==> config.mk <==
export PLATFORM = sky130hd
export DESIGN_NAME = bankers_safety_check_core
export DESIGN_NICKNAME = d
export VERILOG_FILES = /design/src/hdl/bsc_pkg.sv /design/src/hdl/bankers_safety_check_core.sv
export SDC_FILE = /design/constraint.sdc
export NUM_CORES = 1
export LEC_CHECK = 0
export ABC_AREA = 1
export BUFFER_PORTS_ARGS = -buffer_cell sky130_fd_sc_hd__buf_2
export CORE_MARGIN = 2
export CORE_UTILIZATION = 54
export CTS_BUF_LIST = sky130_fd_sc_hd__clkbuf_4 sky130_fd_sc_hd__clkbuf_8
export DETAILED_ROUTE_END_ITERATION = 10
export PLACE_DENSITY = 0.69
export SYNTH_ARGS = -nofsm -noshare
export SYNTH_HDL_FRONTEND = slang
export SYNTH_SLANG_ARGS = --single-unit
==> constraint.sdc <==
create_clock -name clock -period 8.78 [get_ports clock]
set_input_delay 0.439 -clock clock [delete_from_list [all_inputs] [get_ports clock]]
set_output_delay 0.439 -clock clock [all_outputs]
set_load 0.005 [all_outputs]
==> src/hdl/bsc_pkg.sv <==
// Shared types and codes for the banker's safety check core.
// Item layouts, command, status and kind codes, default sizes.
// No dependencies.
`timescale 1ns / 1ps

package bsc_pkg;

   localparam int PROCS_DEF = 8;
   localparam int RES_DEF   = 4;

   localparam int AMT_W  = 8;
   localparam int WORK_W = 16;
   localparam int SEQ_W  = 3;

   localparam logic [2:0] CMD_WR_MAX   = 3'd0;
   localparam logic [2:0] CMD_WR_ALLOC = 3'd1;
   localparam logic [2:0] CMD_WR_AVAIL = 3'd2;
   localparam logic [2:0] CMD_STAGE    = 3'd3;
   localparam logic [2:0] CMD_APPLY    = 3'd4;
   localparam logic [2:0] CMD_CHECK    = 3'd5;

   localparam logic [1:0] ST_OK        = 2'd0;
   localparam logic [1:0] ST_EXCEEDS   = 2'd1;
   localparam logic [1:0] ST_NOT_AVAIL = 2'd2;
   localparam logic [1:0] ST_UNSAFE    = 2'd3;

   localparam logic KIND_STATUS = 1'b0;
   localparam logic KIND_SEQ    = 1'b1;

   typedef struct packed {
      logic [2:0]       cmd;
      logic [2:0]       proc_index;
      logic [1:0]       res_index;
      logic [AMT_W-1:0] amount;
   } req_item_type;

   typedef struct packed {
      logic             kind;
      logic [1:0]       status;
      logic [SEQ_W-1:0] seq_proc;
      logic             last;
   } rsp_item_type;

endpackage

==> src/hdl/bankers_safety_check_core.sv <==
// Banker's algorithm core: claim/allocation memories, request test and grant, safety scan.
// Write and stage items are taken in idle. Safety scan: up to PROCS passes over PROCS rows,
// a fit test per row (one memory read a cycle) plus an add pass per finished row. Check
// returns PROCS sequence items one per cycle if safe, else one unsafe status item; apply
// runs test, grant, scan and, if unsafe, rollback. One item at a time; busy high until the
// last result is out. Reset: clearing pass over both memories, busy high; receiver never stalls.
`timescale 1ns / 1ps

module bankers_safety_check_core #(
   parameter int PROCS = bsc_pkg::PROCS_DEF,
   parameter int RES   = bsc_pkg::RES_DEF
) (
   input  logic                  clock,
   input  logic                  reset,
   input  logic                  start,
   output logic                  busy,
   input  bsc_pkg::req_item_type req_item,
   output logic                  rsp_strobe,
   output bsc_pkg::rsp_item_type rsp_item
);

   localparam int DEPTH = PROCS * RES;
   localparam int AW    = (DEPTH > 1) ? $clog2(DEPTH) : 1;
   localparam int PW    = (PROCS > 1) ? $clog2(PROCS) : 1;
   localparam int CW    = $clog2(PROCS + 1);
   localparam int RW    = (RES > 1) ? $clog2(RES) : 1;
   localparam int RCW   = $clog2(RES + 1);
   localparam int AMT_W  = bsc_pkg::AMT_W;
   localparam int WORK_W = bsc_pkg::WORK_W;
   localparam int SEQ_W  = bsc_pkg::SEQ_W;

   typedef enum logic [8:0] {
      S_CLEAR    = 9'b000000001,
      S_IDLE     = 9'b000000010,
      S_REQ_TEST = 9'b000000100,
      S_GRANT    = 9'b000001000,
      S_UNDO     = 9'b000010000,
      S_INIT     = 9'b000100000,
      S_FIT      = 9'b001000000,
      S_ADD      = 9'b010000000,
      S_EMIT     = 9'b100000000
   } state_type;

   logic [AMT_W-1:0] max_claim_mem [DEPTH];
   logic [AMT_W-1:0] allocated_mem [DEPTH];

   state_type        state_ff, state_in;
   logic [AW-1:0]    clr_ff, clr_in;
   logic [RCW-1:0]   r_ff, r_in;
   logic [PW-1:0]    p_ff, p_in;
   logic [CW-1:0]    count_ff, count_in;
   logic             found_ff, found_in;
   logic             fail_ff, fail_in;
   logic             afail_ff, afail_in;
   logic             is_req_ff, is_req_in;
   logic [PW-1:0]    proc_ff, proc_in;
   logic [PW-1:0]    emit_ff, emit_in;
   logic [PROCS-1:0] done_ff, done_in;
   logic [WORK_W-1:0] work_ff [RES];
   logic [WORK_W-1:0] work_in [RES];
   logic [AMT_W-1:0] avail_ff [RES];
   logic [AMT_W-1:0] avail_in [RES];
   logic [AMT_W-1:0] staged_ff [RES];
   logic [AMT_W-1:0] staged_in [RES];
   logic [SEQ_W-1:0] seq_ff [PROCS];
   logic [SEQ_W-1:0] seq_in [PROCS];
   logic             rsp_strobe_ff, rsp_strobe_in;
   bsc_pkg::rsp_item_type rsp_item_ff, rsp_item_in;
   logic [AMT_W-1:0] max_rd_ff;
   logic [AMT_W-1:0] alloc_rd_ff;

   logic             rd_en;
   logic [AW-1:0]    rd_addr;
   logic             wr_max_en;
   logic             wr_alloc_en;
   logic [AW-1:0]    wr_addr;
   logic [AMT_W-1:0] wr_data;

   logic [PW-1:0]    base_proc;
   logic [RCW-1:0]   c_cnt;
   logic [RW-1:0]    c_idx;
   logic             r_last;
   logic             r_issue;
   logic [AMT_W-1:0] need_val;
   logic             fit_bad;
   logic             req_need_bad;
   logic             req_avail_bad;
   logic             p_ok;
   logic             r_ok;
   logic             need_fail;
   logic             avail_fail;
   logic             adv;
   logic [CW-1:0]    adv_count;
   logic             adv_found;
   logic             fin_safe;
   logic             fin_unsafe;

   function automatic bsc_pkg::rsp_item_type status_item(input logic [1:0] st);
      bsc_pkg::rsp_item_type it;
      it.kind     = bsc_pkg::KIND_STATUS;
      it.status   = st;
      it.seq_proc = '0;
      it.last     = 1'b1;
      return it;
   endfunction

   assign busy       = (state_ff != S_IDLE);
   assign rsp_strobe = rsp_strobe_ff;
   assign rsp_item   = rsp_item_ff;

   assign base_proc = (state_ff == S_FIT || state_ff == S_ADD) ? p_ff : proc_ff;
   assign c_cnt     = r_ff - 1'b1;
   assign c_idx     = c_cnt[RW-1:0];
   assign r_last    = (r_ff == RCW'(RES));
   assign r_issue   = (r_ff < RCW'(RES));
   assign rd_addr   = AW'(int'(base_proc) * RES + int'(r_ff));
   assign need_val  = max_rd_ff - alloc_rd_ff;
   assign fit_bad   = (max_rd_ff > alloc_rd_ff) && (WORK_W'(need_val) > work_ff[c_idx]);
   assign req_need_bad  = (alloc_rd_ff > max_rd_ff) || (staged_ff[c_idx] > need_val);
   assign req_avail_bad = (staged_ff[c_idx] > avail_ff[c_idx]);
   assign p_ok = (int'(req_item.proc_index) < PROCS);
   assign r_ok = (int'(req_item.res_index) < RES);

   always_comb begin
      state_in      = state_ff;
      clr_in        = clr_ff;
      r_in          = r_ff;
      p_in          = p_ff;
      count_in      = count_ff;
      found_in      = found_ff;
      fail_in       = fail_ff;
      afail_in      = afail_ff;
      is_req_in     = is_req_ff;
      proc_in       = proc_ff;
      emit_in       = emit_ff;
      done_in       = done_ff;
      work_in       = work_ff;
      avail_in      = avail_ff;
      staged_in     = staged_ff;
      seq_in        = seq_ff;
      rsp_strobe_in = 1'b0;
      rsp_item_in   = rsp_item_ff;
      rd_en         = 1'b0;
      wr_max_en     = 1'b0;
      wr_alloc_en   = 1'b0;
      wr_addr       = AW'(int'(base_proc) * RES + int'(c_cnt));
      wr_data       = '0;
      need_fail     = fail_ff;
      avail_fail    = afail_ff;
      adv           = 1'b0;
      adv_count     = count_ff;
      adv_found     = found_ff;
      fin_safe      = 1'b0;
      fin_unsafe    = 1'b0;

      unique case (state_ff)
         S_CLEAR: begin
            wr_max_en   = 1'b1;
            wr_alloc_en = 1'b1;
            wr_addr     = clr_ff;
            clr_in      = clr_ff + 1'b1;
            if (clr_ff == AW'(DEPTH - 1)) begin
               state_in = S_IDLE;
            end
         end
         S_IDLE: begin
            if (start) begin
               wr_addr = AW'(int'(req_item.proc_index) * RES + int'(req_item.res_index));
               wr_data = req_item.amount;
               unique case (req_item.cmd)
                  bsc_pkg::CMD_WR_MAX: begin
                     wr_max_en = p_ok && r_ok;
                  end
                  bsc_pkg::CMD_WR_ALLOC: begin
                     wr_alloc_en = p_ok && r_ok;
                  end
                  bsc_pkg::CMD_WR_AVAIL: begin
                     if (r_ok) begin
                        avail_in[RW'(req_item.res_index)] = req_item.amount;
                     end
                  end
                  bsc_pkg::CMD_STAGE: begin
                     if (r_ok) begin
                        staged_in[RW'(req_item.res_index)] = req_item.amount;
                     end
                  end
                  bsc_pkg::CMD_APPLY: begin
                     if (p_ok) begin
                        proc_in  = PW'(req_item.proc_index);
                        r_in     = '0;
                        fail_in  = 1'b0;
                        afail_in = 1'b0;
                        state_in = S_REQ_TEST;
                     end
                  end
                  bsc_pkg::CMD_CHECK: begin
                     is_req_in = 1'b0;
                     state_in  = S_INIT;
                  end
                  default: begin
                  end
               endcase
            end
         end
         S_REQ_TEST: begin
            rd_en = r_issue;
            if (r_ff != '0) begin
               need_fail  = fail_ff || req_need_bad;
               avail_fail = afail_ff || req_avail_bad;
            end
            fail_in  = need_fail;
            afail_in = avail_fail;
            r_in     = r_ff + 1'b1;
            if (r_last) begin
               if (need_fail) begin
                  rsp_strobe_in = 1'b1;
                  rsp_item_in   = status_item(bsc_pkg::ST_EXCEEDS);
                  state_in      = S_IDLE;
               end else if (avail_fail) begin
                  rsp_strobe_in = 1'b1;
                  rsp_item_in   = status_item(bsc_pkg::ST_NOT_AVAIL);
                  state_in      = S_IDLE;
               end else begin
                  for (int j = 0; j < RES; j++) begin
                     avail_in[j] = avail_ff[j] - staged_ff[j];
                  end
                  r_in     = '0;
                  state_in = S_GRANT;
               end
            end
         end
         S_GRANT, S_UNDO: begin
            rd_en = r_issue;
            if (r_ff != '0) begin
               wr_alloc_en = 1'b1;
               wr_data     = (state_ff == S_GRANT) ? alloc_rd_ff + staged_ff[c_idx]
                                                   : alloc_rd_ff - staged_ff[c_idx];
            end
            r_in = r_ff + 1'b1;
            if (r_last) begin
               if (state_ff == S_GRANT) begin
                  is_req_in = 1'b1;
                  state_in  = S_INIT;
               end else begin
                  for (int j = 0; j < RES; j++) begin
                     avail_in[j] = avail_ff[j] + staged_ff[j];
                  end
                  rsp_strobe_in = 1'b1;
                  rsp_item_in   = status_item(bsc_pkg::ST_UNSAFE);
                  state_in      = S_IDLE;
               end
            end
         end
         S_INIT: begin
            for (int j = 0; j < RES; j++) begin
               work_in[j] = WORK_W'(avail_ff[j]);
            end
            done_in  = '0;
            count_in = '0;
            p_in     = '0;
            found_in = 1'b0;
            r_in     = '0;
            fail_in  = 1'b0;
            state_in = S_FIT;
         end
         S_FIT: begin
            if (done_ff[p_ff]) begin
               adv = 1'b1;
            end else begin
               rd_en = r_issue;
               if (r_ff != '0) begin
                  need_fail = fail_ff || fit_bad;
               end
               fail_in = need_fail;
               r_in    = r_ff + 1'b1;
               if (r_last) begin
                  if (need_fail) begin
                     adv = 1'b1;
                  end else begin
                     r_in     = '0;
                     state_in = S_ADD;
                  end
               end
            end
         end
         S_ADD: begin
            rd_en = r_issue;
            if (r_ff != '0) begin
               work_in[c_idx] = work_ff[c_idx] + WORK_W'(alloc_rd_ff);
            end
            r_in = r_ff + 1'b1;
            if (r_last) begin
               done_in[p_ff]              = 1'b1;
               seq_in[count_ff[PW-1:0]]   = SEQ_W'(p_ff);
               adv                        = 1'b1;
               adv_count                  = count_ff + 1'b1;
               adv_found                  = 1'b1;
            end
         end
         S_EMIT: begin
            rsp_strobe_in        = 1'b1;
            rsp_item_in.kind     = bsc_pkg::KIND_SEQ;
            rsp_item_in.status   = bsc_pkg::ST_OK;
            rsp_item_in.seq_proc = seq_ff[emit_ff];
            rsp_item_in.last     = (emit_ff == PW'(PROCS - 1));
            emit_in              = emit_ff + 1'b1;
            if (emit_ff == PW'(PROCS - 1)) begin
               state_in = S_IDLE;
            end
         end
         default: begin
            state_in = S_IDLE;
         end
      endcase

      if (adv) begin
         count_in = adv_count;
         found_in = adv_found;
         r_in     = '0;
         fail_in  = 1'b0;
         if (adv_count == CW'(PROCS)) begin
            fin_safe = 1'b1;
         end else if (p_ff == PW'(PROCS - 1)) begin
            if (!adv_found) begin
               fin_unsafe = 1'b1;
            end else begin
               p_in     = '0;
               found_in = 1'b0;
               state_in = S_FIT;
            end
         end else begin
            p_in     = p_ff + 1'b1;
            state_in = S_FIT;
         end
      end

      if (fin_safe) begin
         if (is_req_ff) begin
            rsp_strobe_in = 1'b1;
            rsp_item_in   = status_item(bsc_pkg::ST_OK);
            state_in      = S_IDLE;
         end else begin
            emit_in  = '0;
            state_in = S_EMIT;
         end
      end

      if (fin_unsafe) begin
         if (is_req_ff) begin
            r_in     = '0;
            state_in = S_UNDO;
         end else begin
            rsp_strobe_in = 1'b1;
            rsp_item_in   = status_item(bsc_pkg::ST_UNSAFE);
            state_in      = S_IDLE;
         end
      end
   end

   always_ff @(posedge clock) begin
      if (wr_max_en) begin
         max_claim_mem[wr_addr] <= wr_data;
      end
      if (wr_alloc_en) begin
         allocated_mem[wr_addr] <= wr_data;
      end
      if (rd_en) begin
         max_rd_ff   <= max_claim_mem[rd_addr];
         alloc_rd_ff <= allocated_mem[rd_addr];
      end
   end

   always_ff @(posedge clock) begin
      if (reset) begin
         state_ff      <= S_CLEAR;
         clr_ff        <= '0;
         r_ff          <= '0;
         p_ff          <= '0;
         count_ff      <= '0;
         found_ff      <= 1'b0;
         fail_ff       <= 1'b0;
         afail_ff      <= 1'b0;
         is_req_ff     <= 1'b0;
         emit_ff       <= '0;
         done_ff       <= '0;
         rsp_strobe_ff <= 1'b0;
         for (int j = 0; j < RES; j++) begin
            work_ff[j]   <= '0;
            avail_ff[j]  <= '0;
            staged_ff[j] <= '0;
         end
      end else begin
         state_ff      <= state_in;
         clr_ff        <= clr_in;
         r_ff          <= r_in;
         p_ff          <= p_in;
         count_ff      <= count_in;
         found_ff      <= found_in;
         fail_ff       <= fail_in;
         afail_ff      <= afail_in;
         is_req_ff     <= is_req_in;
         emit_ff       <= emit_in;
         done_ff       <= done_in;
         rsp_strobe_ff <= rsp_strobe_in;
         work_ff       <= work_in;
         avail_ff      <= avail_in;
         staged_ff     <= staged_in;
      end
   end

   always_ff @(posedge clock) begin
      proc_ff     <= proc_in;
      seq_ff      <= seq_in;
      rsp_item_ff <= rsp_item_in;
   end

endmodule

Word-level counts from Yosys, hierarchy flattened
Memories as Yosys holds them, arrays and structs flattened. A register that Yosys moved wholly into a read port is not among the register bits.
Cells that the tools add are included.
- bits in registers: 202
- ROM bits: 0
- bits of input ports: 19
- latch bits: 0
- memories kept: 2
- memory bits (writable): 512
- word-level logic and storage cells: 301
- output and inout bits: 9
- $lt $le $gt $ge: 15
- multiply operators: 0
- equality and inequality tests: 33
- bitwise operators: 5
- divide/modulo/power cells: 0
- reductions and logical operators: 31
- shifts and indexed selects: 0
- multiplexer cells: 157
- $add $sub $neg: 21
- memory list (name ; words ; bits a word ; rd ports ; clocked after Yosys merged registers in ; wr ports ; line ; text):
    allocated_mem ; 32 ; 8 ; 1 ; 1 ; 1 ; bankers_safety_check_core.sv:45 ; logic [AMT_W-1:0] allocated_mem [DEPTH];
    max_claim_mem ; 32 ; 8 ; 1 ; 1 ; 1 ; bankers_safety_check_core.sv:44 ; logic [AMT_W-1:0] max_claim_mem [DEPTH];
- operators by type and width (kind ; number):
    $mux W32 ; 7
    $mux W9 ; 15
    $pmux W64 S2 ; 1
    $pmux W32 S3 ; 1
    $mux W8 ; 9
    $pmux W9 S8 ; 1
    $mux W3 ; 23
    $bwmux W32 ; 2
    $bwmux W64 ; 1
    $mux W64 ; 1
    $mux W7 ; 9
    $mux W1 ; 51
    $mux W16 ; 3
    $sub A8 B8 Y8 ; 6
    $add A8 B8 Y8 ; 5
    $bmux W16 S2 ; 1
    $bmux W8 S2 ; 2
    $demux W16 S2 ; 1
    $gt A8 B8 Y1 ; 4
    $pmux W8 S2 ; 2
    $bwmux W24 ; 1
    $mux W4 ; 6
    $pmux W7 S3 ; 1
    $ne A2 B2 Y1 const B ; 10
    other kinds (61) ; 99

Depth between registers and ports, before layout
Gate-level depths: netlist of the first run.
- depth in word-level cells: 21
- depth in mapped cells: 32
- gate-level depth less buffers: 28

Least setup slack after synthesis of the first run
Ideal clock, no wire load.
- path type: register to register
- start: register r_ff[0]
- end: memory allocated_mem[0][6], data pin
- stages on the path, launching flop included: 25
- slack: 1.518 ns
- data required time: 8.078 ns
- buffers on the path: 7
- period minus slack after synthesis: 7.262 ns
- arrival: 6.560 ns
- library setup time: 0.702 ns
- cell sequence: dfxtp_1 -> buf_4 -> inv_2 -> buf_2 -> buf_2 -> buf_2 -> buf_2 -> buf_1 -> ha_1 -> inv_2 -> buf_2 -> a21oi_1 -> a32o_1 -> ha_1 -> nor2_1 -> a21oi_1 -> inv_1 -> fa_1 -> nor2_1 -> o21ai_0 -> a21boi_0 -> o21ai_0 -> nand2_1 -> nor2_1 -> o21ai_0
- longest elaborated chain between the ends: 9
- elaborated cells between the ends (all ways): 11
- those cells by class: add/sub (3); mux (6); bitwise (1); reduce/logical (1)
- RTL lines (what ; line ; text):
    start, declared ; bankers_safety_check_core.sv:49 ; logic [RCW-1:0] r_ff, r_in;
    start signal, assigned ; bankers_safety_check_core.sv:395 ; r_ff <= r_in;
    $sub A3 B1 Y3 ; bankers_safety_check_core.sv:112 ; assign c_cnt = r_ff - 1'b1;
    $not A2 Y3 (not written as such) ; bankers_safety_check_core.sv:236, bankers_safety_check_core.sv:237 ;
    $bmux W8 S2 ; bankers_safety_check_core.sv:236, bankers_safety_check_core.sv:237 ;
    $mux W8 (not written as such) (2 in a row) ; bankers_safety_check_core.sv:236, bankers_safety_check_core.sv:237 ;
    $sub A8 B8 Y8 / $add A8 B8 Y8 (equally long branches) ; bankers_safety_check_core.sv:237, bankers_safety_check_core.sv:236 ;
    $mux W8 ; bankers_safety_check_core.sv:236 ; wr_data = (state_ff == S_GRANT) ? alloc_rd_ff + staged_ff[c_idx]
    $mux W8 (*) ; bankers_safety_check_core.sv:234 ; if (r_ff != '0) begin
    $pmux W8 S2 (*) ; bankers_safety_check_core.sv:156 ; unique case (state_ff)
    net wr_data[6] ; bankers_safety_check_core.sv:77 ; logic [AMT_W-1:0] wr_data;
    end, declared ; bankers_safety_check_core.sv:45 ;
Mark *: on every way through the listed nets, which the timed path passes. The rest lies on a longest branch. The select of a mux whose other input is x is not followed.

Worst setup path after layout of the first run
- start: register r_ff[0]
- end: memory max_claim_mem[11][7], data pin
- longest elaborated chain between the ends: 9
- elaborated cells between the ends (all ways): 11
- those cells by class: add/sub (3); mux (6); bitwise (1); reduce/logical (1)
- RTL lines (what ; line):
    $sub A3 B1 Y3 ; bankers_safety_check_core.sv:112
    $not A2 Y3 (not written as such) ; bankers_safety_check_core.sv:236, bankers_safety_check_core.sv:237
    $bmux W8 S2 ; bankers_safety_check_core.sv:236, bankers_safety_check_core.sv:237
    $mux W8 (not written as such) (2 in a row) ; bankers_safety_check_core.sv:236, bankers_safety_check_core.sv:237
    $sub A8 B8 Y8 / $add A8 B8 Y8 (equally long branches) ; bankers_safety_check_core.sv:237, bankers_safety_check_core.sv:236
    $mux W8 ; bankers_safety_check_core.sv:236
    $mux W8 (*) ; bankers_safety_check_core.sv:234
    $pmux W8 S2 (*) ; bankers_safety_check_core.sv:156
    net wr_data[7] ; bankers_safety_check_core.sv:77
    end, declared ; bankers_safety_check_core.sv:44
Marks and branches as above.

==> run_results.csv, run 1 <==
group,metric,value,unit
outcome,outcome,"completed",
synthesis,synth_area_per_cell,9.74,µm²
setup_path,critical-path-top-delay-family,"simple AND/OR/NAND/NOR gates",
setup_path,r2r_cells,21,
placement,hpwl,59900,µm
setup_path,worstPathArrival,6.11,ns
die,die_area,0.0677,mm²
setup_path,crit_buf_inv,4,
synthesis,ys_ff_latch,730,
synthesis,async_flop_share,0,
setup_path,cp-start-kind,"register",
sta,finalCritPeriodShare,0.653,
power,powerDensity,193,mW/mm²
setup_path,end_kind,"register",
clocking,htreeDepth,3,
power,power.leakage,13.9,nW
synthesis,netlist_area,0.0355,mm²
routing,vias,27000,
hold_path,min_delay_path_depth,3,
sta,slew_headroom,0.193,
power,peakVddDrop,0.000140,V
die,core.rowCount,93,
routing,firstDrtPassIters,7,
synthesis,synth_top_area_share,0.470,
sta,fin_worst_skew,0.0430,ns
hold_path,min_to,"staged_ff[31]",
setup_path,slowest_delay,0.93,ns
synthesis,ys_seq_area_frac,0.569,
synthesis,ys.flop_type,"edfxtp_1",
layout,num-nets-final,3749,
setup_path,path_class,"reg -> reg",
synthesis,synth_nets,3761,
routing,drc,0,
clocking,clkSinkCount,730,
power,p_seq_frac,0.527,
synthesis,yosysWarningCount,0,
routing,avgViaCountPerCell,5.89,
global_routing,grt_max_degree,175,
setup_path,regToRegStartpoint,"r_ff[0]",
power,comb_power_share,0.084,
flow_run,maxCapViolCount,0,
routing,ant_nets,0,
synthesis,synth.area.top_cells,"edfxtp_1, dfxtp_1, nor2_1, o21ai_0, nand2_1",
clocking,clk-insertion-delay-late,0.77,ns
power,pwr-share-clk,0.389,
setup_path,r2r_slack,3.04,ns
global_routing,antenna_found_initial,1,
global_routing,grt_pass1_vias,25200,
sta,slew_viol_final,0,
setup_path,critical_path.max_fanout,119,
sta,setup-tns-final,0,ns
routing,wire_per_inst,20.8,µm
power,p_sw_frac,0.256,
global_routing,grt_overflow,0,
hold_path,min_from,"req_item[7]",
hold_path,min_path_type,"in -> reg",
synthesis,synth-edff-count,555,
setup_path,worst_path_most_repeated_cell,"nand2_1",
placement,placed_cells,4359,
setup_path,worst_r2r_endpoint,"max_claim_mem[11][7]",
sta,rsz0062_at_grt,"false",
layout,syn2layout_area_growth,8.72,%
power,p_int,5.54,mW
layout,final_cells,4579,
clocking,cts_tree,"yes",
die,dieWidth,260,µm
sta,tightest_slew,1.21,ns
placement,io_buffers,27,
setup_path,slowest_stage,"dfxtp_4",
clocking,path_clk_slew,0.06,ns
sta,final_hold_viol_count,0,
clocking,cts_buffers,118,
die,io_pins,28,
global_routing,globalRouteTotalUtil,0.282,
clocking,clk_path_buf_depth,3,
synthesis,ys_types,63,
synthesis,synth_cells,3639,
sta,finalCriticalPeriod,5.74,ns
sta,finalSetupViolCount,0,
die,die_h,260,µm
die,initial_core_util,0.548,
routing,routed_wl,95300,µm
routing,first_iter_violations,3033,
clocking,ctsRootBufferMaster,"clkbuf_8",
layout,layout-drive-gt1-share,0.107,
setup_path,crit_chain,"inv_8 > ha_1 > buf_4 > inv_2 > a32o_1 > ha_1 > nor2_1 > a21oi_1 > ha_1 > a21oi_1 > o21bai_1 > nand2_1 > nand2_1 > a21o_1 > nand2_1 > nand2_1 > a21oi_1 > inv_1 > nand2_1 > nand3_1 > nand2_2",
placement,gp_congestion,0.956,
clocking,ctsResizeCount,0,
global_routing,grt_pass1_wl,147000,µm
die,coreArea,0.0647,mm²
power,switching_power,1.90,mW
sta,fmax,174,MHz
setup_path,cp_data_required_time,9.16,ns
synthesis,synth_top_area_cell,"edfxtp_1",
[worst max path at each step]
stage	startpoint	to	slack, ns	depth (start not counted)
final	r_ff[0]	max_claim_mem[11][7]	3.04	21
after CTS	r_ff[0]	max_claim_mem[9][7]	3.06	21
after global placement	r_ff[0]	max_claim_mem[18][7]	3.22	22
after detailed placement	r_ff[0]	max_claim_mem[18][7]	3.09	21
after floorplan	r_ff[0]	allocated_mem[0][6]	1.52	24
after global routing	r_ff[0]	allocated_mem[6][7]	2.57	24
[cells in the final DEF, fill, tap and decap left out, drive strengths merged, types with 55 or more instances in the layout]
cell and n:
ha 96, inv 270, a21oi 169, o21ai 483, nor3 74, o221ai 72
o22ai 61, nor2 631, edfxtp 555, nand2 466, buf 62, clkbuf 163
nand3 114, dfxtp 175, xor2 55
[state kept, by name, indices dropped and copies added (netlist names), 9 cells and up]
signal,flops
max_claim_mem,256
staged_ff,32
work_ff,64
seq_ff,24
avail_ff,32
allocated_mem,256
state_ff,9
[tightest hold or removal path, stage by stage]
cell and delay, ns:
buf_2 0.21, nor2_1 0.14, a211oi_1 0.05
[power by group through the flow]
stage	Combinational (mW)	Sequential [mW]	Clock, mW
finish	0.622	3.92	2.89
CTS	0.620	3.92	2.93
detailed placement	0.617	3.99	0
floorplan	0.434	3.98	0
global route	0.675	3.93	3.08
global placement	0.609	3.99	0
[synthesized netlist by cell type (all sizes together), types with 31 or more instances]
cell	instances
nor2	631
edfxtp	555
o21ai	483
nand2	466
inv	264
dfxtp	175
a21oi	169
clkbuf	126
nand3	114
ha	96
nor3	74
o221ai	72
buf	71
o22ai	61
xor2	55
a211oi	34
nand4	33
a31oi	31
[metal layers]
metal | wire length, µm | share of wire | track usage | vias up
li1 | - | - | - | 12800
met1 | 39500 | 0.41 | 0.384 | 12800
met2 | 45000 | 0.47 | 0.455 | 1114
met3 | 7210 | 0.076 | 0.0449 | 236
met4 | 3620 | 0.038 | 0.107 | 0
met5 | 0 | 0 | 0 | -
[logic make-up after synthesis]
logic type                 after synthesis  share of synthesized area
adders and majority gates              103                     0.0378
muxes                                    1                   0.000318
DFF                                    730                      0.569
and+or+nand+nor                       1338                      0.168
AOI/OAI and AO/OA                      928                      0.153
xor gates and xnor gates                78                     0.0195
buffers and inverters                  461                     0.0522
[what timing repair did]
action | in CTS | in global routing
hold buffers | 3 | 0
buffers inserted | 0 | 0
hold endpoints to repair | 3 | 0
[cell type report]
| class | count | area, µm² |
|---|---|---|
| Fill cell | 5556 | 26200 |
| Sequential cell | 730 | 20200 |
| Multi-Input combinational cell | 2448 | 13500 |
| Clock buffer | 163 | 2000 |
| Tap cell | 855 | 1070 |
| Inverter | 264 | 1010 |
| Timing Repair Buffer | 65 | 440 |
| Clock inverter | 53 | 314 |
| Antenna cell | 1 | 2.50 |
[per-stage QoR]
step / total power, mW / util / worst slack (ns) / hold slack, ns / area (µm²)
after floorplan: 4.42 / - / 1.52 / 0.441 / 35500
after global placement: 4.60 / 0.560 / 3.22 / 0.447 / 36200
after detailed placement: 4.61 / 0.560 / 3.09 / 0.456 / 36200
after CTS: 7.48 / 0.596 / 3.06 / 0.0790 / 38500
after global routing: 7.69 / 0.596 / 2.57 / 0.101 / 38500
final: 7.44 / 0.596 / 3.04 / 0.127 / 38500
(Power assumes the default switching activity.)
==> inputs of run 2 (changes only) <==
- PLACE_DENSITY: 0.69 -> 0.71
- clock period: 8.78 -> 4.6 ns (I/O delays scaled with it)
==> run 2 against run 1 <==
  * Critical path depth fell by 7
  * First-iteration DRC count rose by 1.7%
  * Clock power rose by 92%
  * Clock-buffer cell count fell by 12
  * Routed wire length rose by 1.9%
  * Critical path type unchanged
  * Largest power group unchanged
==> run_results.csv, run 2 (same netlist as run 1, synthesis figures left out) <==
group,metric,value,unit
die,initial_core_util,0.548,
layout,num-nets-final,3786,
layout,fill_cells,5421,
global_routing,grt_overflow,0,
sta,finalCritPeriodShare,0.912,
die,dieWidth,260,µm
die,core.rowCount,93,
clocking,post_cts_buffers,0,
hold_path,min_path_type,"in -> reg",
layout,syn2layout_area_growth,10.0,%
global_routing,grt_pass1_wl,150000,µm
sta,finalCriticalPeriod,4.19,ns
layout,layout-drive-gt1-share,0.115,
setup_path,cp_data_required_time,5.04,ns
routing,drc,0,
clocking,clkSinkCount,730,
routing,wire_per_inst,21.0,µm
layout,final_cell_mix,"nor2_1, edfxtp_1, nand2_1",
routing,routed_wl,97100,µm
placement,hpwl,61300,µm
global_routing,antenna_found_initial,1,
clocking,ctsResizeCount,0,
setup_path,cp-start-kind,"register",
outcome,outcome,"completed",
clocking,cts_tree,"yes",
placement,pre_cts_slack,0.502,ns
sta,setup-tns-final,0,ns
flow_run,maxCapViolCount,0,
die,die_h,260,µm
placement,io_buffers,27,
sta,slew_headroom,0.306,
setup_path,path_class,"reg -> reg",
power,comb_power_share,0.088,
die,die_area,0.0677,mm²
setup_path,r2r_cells,14,
sta,fmax,238,MHz
clocking,cts_hold_buf,13,
die,coreArea,0.0647,mm²
routing,avgViaCountPerCell,5.93,
sta,finalSetupViolCount,0,
power,pwr-share-clk,0.389,
setup_path,worstPathArrival,4.63,ns
sta,slew_viol_final,0,
clocking,ctsRootBufferMaster,"clkbuf_8",
global_routing,globalRouteTotalUtil,0.286,
power,peakVddDrop,0.000342,V
power,p_int,10.6,mW
clocking,clk-insertion-delay-late,0.76,ns
routing,vias,27400,
power,p_seq_frac,0.523,
layout,final_common_cell,"nor2_1",
sta,setup_slack,0.406,ns
sta,final_hold_viol_count,0,
sta,tightest_slew,1.03,ns
setup_path,end_kind,"register",
power,switching_power,3.68,mW
sta,fin_worst_skew,0.0425,ns
routing,first_iter_violations,3085,
die,io_pins,28,
global_routing,grt_pass1_vias,26200,
power,power.leakage,14.1,nW
hold_path,min_delay_path_depth,6,
power,powerDensity,367,mW/mm²
sta,rsz0062_at_grt,"false",
setup_path,critical_path.max_fanout,17,
routing,ant_nets,0,
routing,firstDrtPassIters,6,
clocking,clk_path_buf_depth,3,
global_routing,grt_max_degree,204,
clocking,htreeDepth,3,
power,p_sw_frac,0.258,
clocking,path_clk_slew,0.07,ns
clocking,cts_buffers,115,
placement,gp_congestion,0.965,
layout,top_regs,"allocated_mem (256), max_claim_mem (256), work_ff (64)",
-- run 2: cell types whose count changed in the layout (fill, tap and decap cells not counted), moves of 2 or more --
| cell | previous run | this run |
|---|---|---|
| inv_6 | 2 | 0 |
| clkinv_1 | 30 | 28 |
| dlygate4sd3_1 | 3 | 13 |
| bufinv_16 | 1 | 4 |
| clkbuf_4 | 39 | 32 |
| clkinvlp_4 | 2 | 0 |
| clkinv_2 | 14 | 22 |
| buf_12 | 1 | 9 |
| inv_8 | 1 | 3 |
| clkbuf_8 | 124 | 119 |
| buf_4 | 34 | 56 |
-- run 2: per-stage QoR --
step / hold WS, ns / power, mW / cells / utilization / cell area, µm²
after global routing: 0.0894 / 14.8 / 4614 / 0.603 / 39000
after global placement: 0.446 / 8.83 / 4389 / 0.565 / 36600
after CTS: 0.0165 / 14.3 / 4613 / 0.603 / 39000
after detailed placement: 0.452 / 8.85 / 4389 / 0.565 / 36600
final: 0.103 / 14.3 / 4614 / 0.603 / 39000
after floorplan: 0.329 / 8.43 / 3639 / - / 35600
-- run 2: path summary, 6_finish.rpt --
| check | startpoint | end | slack, ns |
|---|---|---|---|
| max | state_ff[8] | max_rd_ff[0] | 0.41 |
| max reg2reg | state_ff[8] | max_rd_ff[0] | 0.41 |
| min | req_item[15] | is_req_ff | 0.10 |
| min reg2reg | rsp_item[3] | rsp_item[3] | 0.46 |
-- run 2: cell type report --
| cell class | instances | area, µm² | share of cell area |
|---|---|---|---|
| Tap cell | 855 | 1070 | 0.0274 |
| Timing Repair Buffer | 105 | 866 | 0.0222 |
| Inverter | 264 | 1010 | 0.0259 |
| Clock inverter | 60 | 437 | 0.0112 |
| Multi-Input combinational cell | 2448 | 13600 | 0.348 |
| Clock buffer | 151 | 1880 | 0.0481 |
| Antenna cell | 1 | 2.50 | 0.0000642 |
| Sequential cell | 730 | 20200 | 0.517 |
-- run 2: critical path: stages, from the launching register on --
cell	delay, ns
dfxtp_1	0.56
inv_2	0.21
nand3_1	0.18
nor2_4	0.06
inv_2	0.29
nand2_2	0.15
a21oi_1	0.38
ha_4	0.33
inv_1	0.45
buf_4	0.26
o221ai_1	0.13
o21ai_0	0.19
nor2_1	0.10
o21ai_0	0.37
o21ai_1	0.19
-- run 2: layer usage --
metal  vias to the layer above  track usage  wire, µm
li1                      12900            -         -
met1                     13000        0.386     39800
met2                      1215        0.464     45700
met3                       247       0.0437      7630
met4                         0        0.118      3950
met5                         -            0         0
-- run 2: power by group through the flow --
stage          sequential, mW  clock [mW]  combinational, mW
6_report                 7.48        5.56               1.26
5_1_grt                  7.51        5.90               1.35
4_1_cts                  7.48        5.62               1.25
3_5_place_dp             7.62           0               1.23
3_3_place_gp             7.61           0               1.22
2_1_floorplan            7.60           0              0.834
